### config.mk
export PLATFORM = sky130hd
export DESIGN_NAME = smm_apb_regs
export DESIGN_NICKNAME = d
export VERILOG_FILES = /design/src/rtl/smm_pkg.sv /design/src/rtl/smm_apb_regs.sv
export SDC_FILE = /design/constraint.sdc
export NUM_CORES = 1
export LEC_CHECK = 0
export ABC_AREA = 1
export BUFFER_PORTS_ARGS = -buffer_cell sky130_fd_sc_hd__buf_2
export CORE_ASPECT_RATIO = 1.75
export CORE_MARGIN = 2
export CORE_UTILIZATION = 40
export DETAILED_ROUTE_END_ITERATION = 6
export PLACE_DENSITY = 0.79
export REMOVE_ABC_BUFFERS = 1
export SLEW_MARGIN = 20
export SYNTH_ARGS = -nofsm -noshare
export SYNTH_HDL_FRONTEND = slang
export SYNTH_SLANG_ARGS = --single-unit
### constraint.sdc
create_clock -name clk_i -period 1.07 [get_ports clk_i]
set_input_delay 0.107 -clock clk_i [delete_from_list [all_inputs] [get_ports clk_i]]
set_output_delay 0.107 -clock clk_i [all_outputs]
set_load 0.01 [all_outputs]
### src/rtl/smm_pkg.sv
package smm_pkg;

  localparam int unsigned IDX_W    = 6;
  localparam int unsigned VAL_W    = 8;
  localparam int unsigned INNER_W  = 7;
  localparam int unsigned COLS_W   = 7;
  localparam int unsigned ROWS_W   = 13;
  localparam int unsigned ROWCNT_W = 12;
  localparam int unsigned PADDR_W  = 4;
  localparam int unsigned PDATA_W  = 32;
  localparam int unsigned REGIDX_W = 2;

  localparam logic OP_WRITE_B  = 1'b0;
  localparam logic OP_STREAM_A = 1'b1;

  localparam logic [REGIDX_W-1:0] REG_INNER_SIZE   = 2'd0;
  localparam logic [REGIDX_W-1:0] REG_COLUMN_COUNT = 2'd1;
  localparam logic [REGIDX_W-1:0] REG_ROW_COUNT    = 2'd2;

  localparam logic [VAL_W-1:0]  SAT_LIMIT = 8'd255;
  localparam logic [ROWS_W-1:0] ROW_LIMIT = 13'd4096;
  localparam int unsigned       INDEX_LIMIT = 64;

  typedef struct packed {
    logic [INNER_W-1:0] inner_size;
    logic [COLS_W-1:0]  column_count;
    logic [ROWS_W-1:0]  row_count;
  } cfg_t;

endpackage

### src/rtl/smm_apb_regs.sv
module smm_apb_regs (
  input  logic                          clk_i,
  input  logic                          rst_ni,
  input  logic                          psel,
  input  logic                          penable,
  input  logic                          pwrite,
  input  logic [smm_pkg::PADDR_W-1:0]   paddr,
  input  logic [smm_pkg::PDATA_W-1:0]   pwdata,
  output logic [smm_pkg::PDATA_W-1:0]   prdata,
  output logic                          pready,
  output smm_pkg::cfg_t                 cfg_o
);
  import smm_pkg::*;

  cfg_t                cfg_q;
  cfg_t                cfg_d;
  logic [REGIDX_W-1:0] reg_idx;
  logic                wr_en;

  assign reg_idx = paddr[PADDR_W-1:2];
  assign wr_en   = psel && penable && pwrite;
  assign pready  = 1'b1;
  assign cfg_o   = cfg_q;

  always_comb begin
    cfg_d = cfg_q;
    if (wr_en) begin
      case (reg_idx)
        REG_INNER_SIZE:   cfg_d.inner_size   = pwdata[INNER_W-1:0];
        REG_COLUMN_COUNT: cfg_d.column_count = pwdata[COLS_W-1:0];
        REG_ROW_COUNT:    cfg_d.row_count    = pwdata[ROWS_W-1:0];
        default: ;
      endcase
    end
  end

  always_comb begin
    case (reg_idx)
      REG_INNER_SIZE:   prdata = PDATA_W'(cfg_q.inner_size);
      REG_COLUMN_COUNT: prdata = PDATA_W'(cfg_q.column_count);
      REG_ROW_COUNT:    prdata = PDATA_W'(cfg_q.row_count);
      default:          prdata = '0;
    endcase
  end

  always_ff @(posedge clk_i or negedge rst_ni) begin
    if (!rst_ni) begin
      cfg_q.inner_size   <= INNER_W'(1);
      cfg_q.column_count <= COLS_W'(1);
      cfg_q.row_count    <= ROWS_W'(1);
    end else begin
      cfg_q <= cfg_d;
    end
  end
endmodule

==> results summary <==
The tightest min-delay check is of the in2reg type. The leakage dissipation is 1.16 nW. The critical path goes through nand2_1 -> nand3_1 -> buf_2. The area of all placed cells without fillers came out at 1890 um^2.

The number of flip-flops in the largest register came out at 27. In this run the critical register-to-register path is captured at cfg_o[23]$_DFFE_PN0P_. The slack of the worst reg-to-reg path is 0.21 ns. The number of buffer cells added on primary ports is 59. The cell family contributing the most delay on the critical path is flip-flops. The library cells used most frequently in the layout, excluding fill and tap cells, are nand2_1 (107), buf_2 (56), dfrtp_1 (24). The final number of max-transition violations is 0.

The number of clock buffers inserted by TritonCTS is 3. The overall die height is 82.5 um. The number of standard-cell rows in the floorplan is 28. For the final database, setup skew stands at 0 ns. The ratio of total power to cell area is 1570 nW/um^2. The final route contains 1367 vias. The max-capacitance violation count came out at 0. The total routed wirelength is 3620 um. The peak fanout along the critical path is 3. The final hold violation count was 0. The clock latency of the later-clocked register in the worst-skew pair came out at 0.27 ns. The sequential cells in the finished layout cover a total of 679 um^2. The detailed-route wire length per cell is 11.5 um. The chip width came out at 48.9 um. The required arrival time at the worst endpoint is 0.96 ns. The proportion of layout cells with a drive suffix above 1 is 0.338. No sink is reached through more buffers than the 2 on the longest clock path. The placed wire-length estimate is 2660 um. The depth of the worst register-to-register path came out at 4. STA classifies the critical path startpoint as a register. During synthesis, Yosys emitted a total of 0 warnings. Entering global routing, the biggest net connects 15 pins. The residual overflow from global routing is 0. CTS built an H-tree with a depth of 1. The first detailed-routing pass ran for 4 iterations. The post-layout worst setup margin came out at -0.102 ns. The starting DRC count in detailed routing came out at 18. The final count of negative-setup-slack endpoints came out at 5. The instance area at placement came out at 1730 um^2. The number of design rule violations left after detail routing came out at 0.

Along the worst hold path, the cell count comes to 3. The setup path with the least slack is of type reg2out. The number of buffers and inverters on the critical path is 1. The number of routed nets with antenna violations came out at 0.

The clock slew at the register clock pins of the worst setup and hold paths is 0.09 ns. The library cell used as clock root buffer is clkbuf_8. The leading cell type in the layout, fill and taps excluded is nand2_1. The floorplan die area is 4030 um^2.

The post-synthesis cell count is 190. The global-route usage over all layers is 0.183. The worst setup path is captured at an output pin.

The final critical-path required period came out at 1.17 ns. The cell area after synthesis came out at 1410 um^2. The final reports fail on setup timing. The sequential fraction of the synthesis area came out at 0.482. The worst stage delay on the critical path came out at 0.56 ns. Setup repair after global routing could not meet its margin everywhere. The hold path endpoint is cfg_o[9]$_DFFE_PN0P_. The design draws 2.97 mW. The cell with the biggest individual delay on the critical path is dfstp_2.

The highest ir drop seen on vdd came out at 0.973 mV. The startpoint identified for the worst register-to-register timing path is cfg_o[23]$_DFFE_PN0P_. The final layout net count is 311. 101 I/O pins were placed. The timing-limited maximum frequency is 853 MHz. The core region is 3360 um^2. For this configuration, the core starts out at a cell density of 0.419. The part of the cycle the worst path needs is 1.10. The number of antenna cells inserted came out at 0. The distinct cell type count after synthesis is 15. In the final layout, the multi-input gates occupy 586 um^2. The initial antenna violation count was 0.

The average footprint of a synthesized cell is 7.42 um^2. The number of inserted filler cells in the final layout came out at 357. The startpoint identified for the worst hold timing path is pwdata[9].

TritonCTS built the clock tree. The via density per instance is 4.35. The area growth from synthesis to final layout is 34.0%.

The first global-routing pass estimated 5570 um of wire. The run finished, with violations left. The data arrival at the endpoint of the critical path is 1.07 ns. The number of clock sinks came out at 27. The via count of the first global-routing pass is 1223. The final estimated routing congestion in global placement is 0.779. The post-synthesis sequential element count came out at 27.
routing by layer:
layer,vias to the layer above,share of wire,global-route usage
li1,684,-,-
met3,5,0.060,0.0324
met5,-,0,0
met4,0,0.016,0.0886
met2,63,0.54,0.337
met1,615,0.38,0.204
report_power, final:
group | leakage, nW | total [mW] | switching (mW) | internal [mW]
registers | 0.336 | 1.40 | 0.151 | 1.25
logic | 0.802 | 0.997 | 0.529 | 0.468
clock network | 0.0228 | 0.581 | 0.314 | 0.267
total | 1.16 | 2.97 | 0.994 | 1.98
timing repair:
action / CTS / global route
setup endpoints to repair: 6 / 18
buffers inserted: 4 / 7
gates resized for setup: 1 / 2
endpoints found under the hold margin: 11 / 0
pin swaps: 11 / 15
hold buffers: 1 / 0
synth_stat cells:
cell | n | area share
inv_2 | 2 | 0.0053
nor2_1 | 9 | 0.024
buf_6 | 1 | 0.0080
nor2_2 | 1 | 0.0044
conb_1 | 2 | 0.0053
buf_4 | 21 | 0.11
dfrtp_1 | 24 | 0.43
nand2_1 | 107 | 0.28
nand2_2 | 1 | 0.0044
inv_4 | 1 | 0.0044
nor2_4 | 1 | 0.0080
nand2_4 | 1 | 0.0080
nand3_1 | 8 | 0.028
dfstp_2 | 3 | 0.056
inv_1 | 8 | 0.021
logic make-up (layout without fill, tap and decap cells):
group / Yosys count / after routing / synth area share
other: 2 / 20 / 0.00533
buffers and inverters: 33 / 94 / 0.151
AND/OR/NAND/NOR: 128 / 128 / 0.362
flip-flops: 27 / 27 / 0.482
worst reg2reg max path, stage by stage (launching register included):
cell	delay, ns
dfrtp_1	0.41
buf_4	0.14
buf_4	0.12
nand2_1	0.05
nand2_1	0.05
worst max-delay path by stage:
stage	start	to	slack, ns	depth (start not counted)
after floorplan	cfg_o[20]$_DFFE_PN1P_	prdata[0]	0.24	2
after global placement	paddr[3]	cfg_o[19]$_DFFE_PN0P_	0.09	7
after detailed placement	pwrite	cfg_o[18]$_DFFE_PN0P_	0.06	6
after CTS	cfg_o[0]$_DFFE_PN1P_	prdata[0]	-0.11	3
after global routing	cfg_o[0]$_DFFE_PN1P_	prdata[0]	-0.17	3
final	cfg_o[20]$_DFFE_PN1P_	prdata[0]	-0.10	3
through the flow:
| stage | hold slack [ns] | setup WS [ns] | instances | setup TNS (ns) | util |
|---|---|---|---|---|---|
| global placement | 0.0280 | 0.0871 | 298 | 0 | 0.515 |
| finish | 0.0256 | -0.102 | 314 | -0.210 | 0.562 |
| floorplan | -0.189 | 0.242 | 186 | 0 | - |
| CTS | 0.0236 | -0.114 | 307 | -0.189 | 0.542 |
| detailed placement | 0.0327 | 0.0595 | 298 | 0 | 0.515 |
| global route | 0.0354 | -0.166 | 314 | -0.648 | 0.562 |
final cells by class:
class,instances,area share
sequential,27,0.360
clock buffer,4,0.0238
timing repair buffer,79,0.254
tap,45,0.0298
inverter,11,0.0232
multi-input combinational,148,0.310
(Power assumes the default switching activity.)
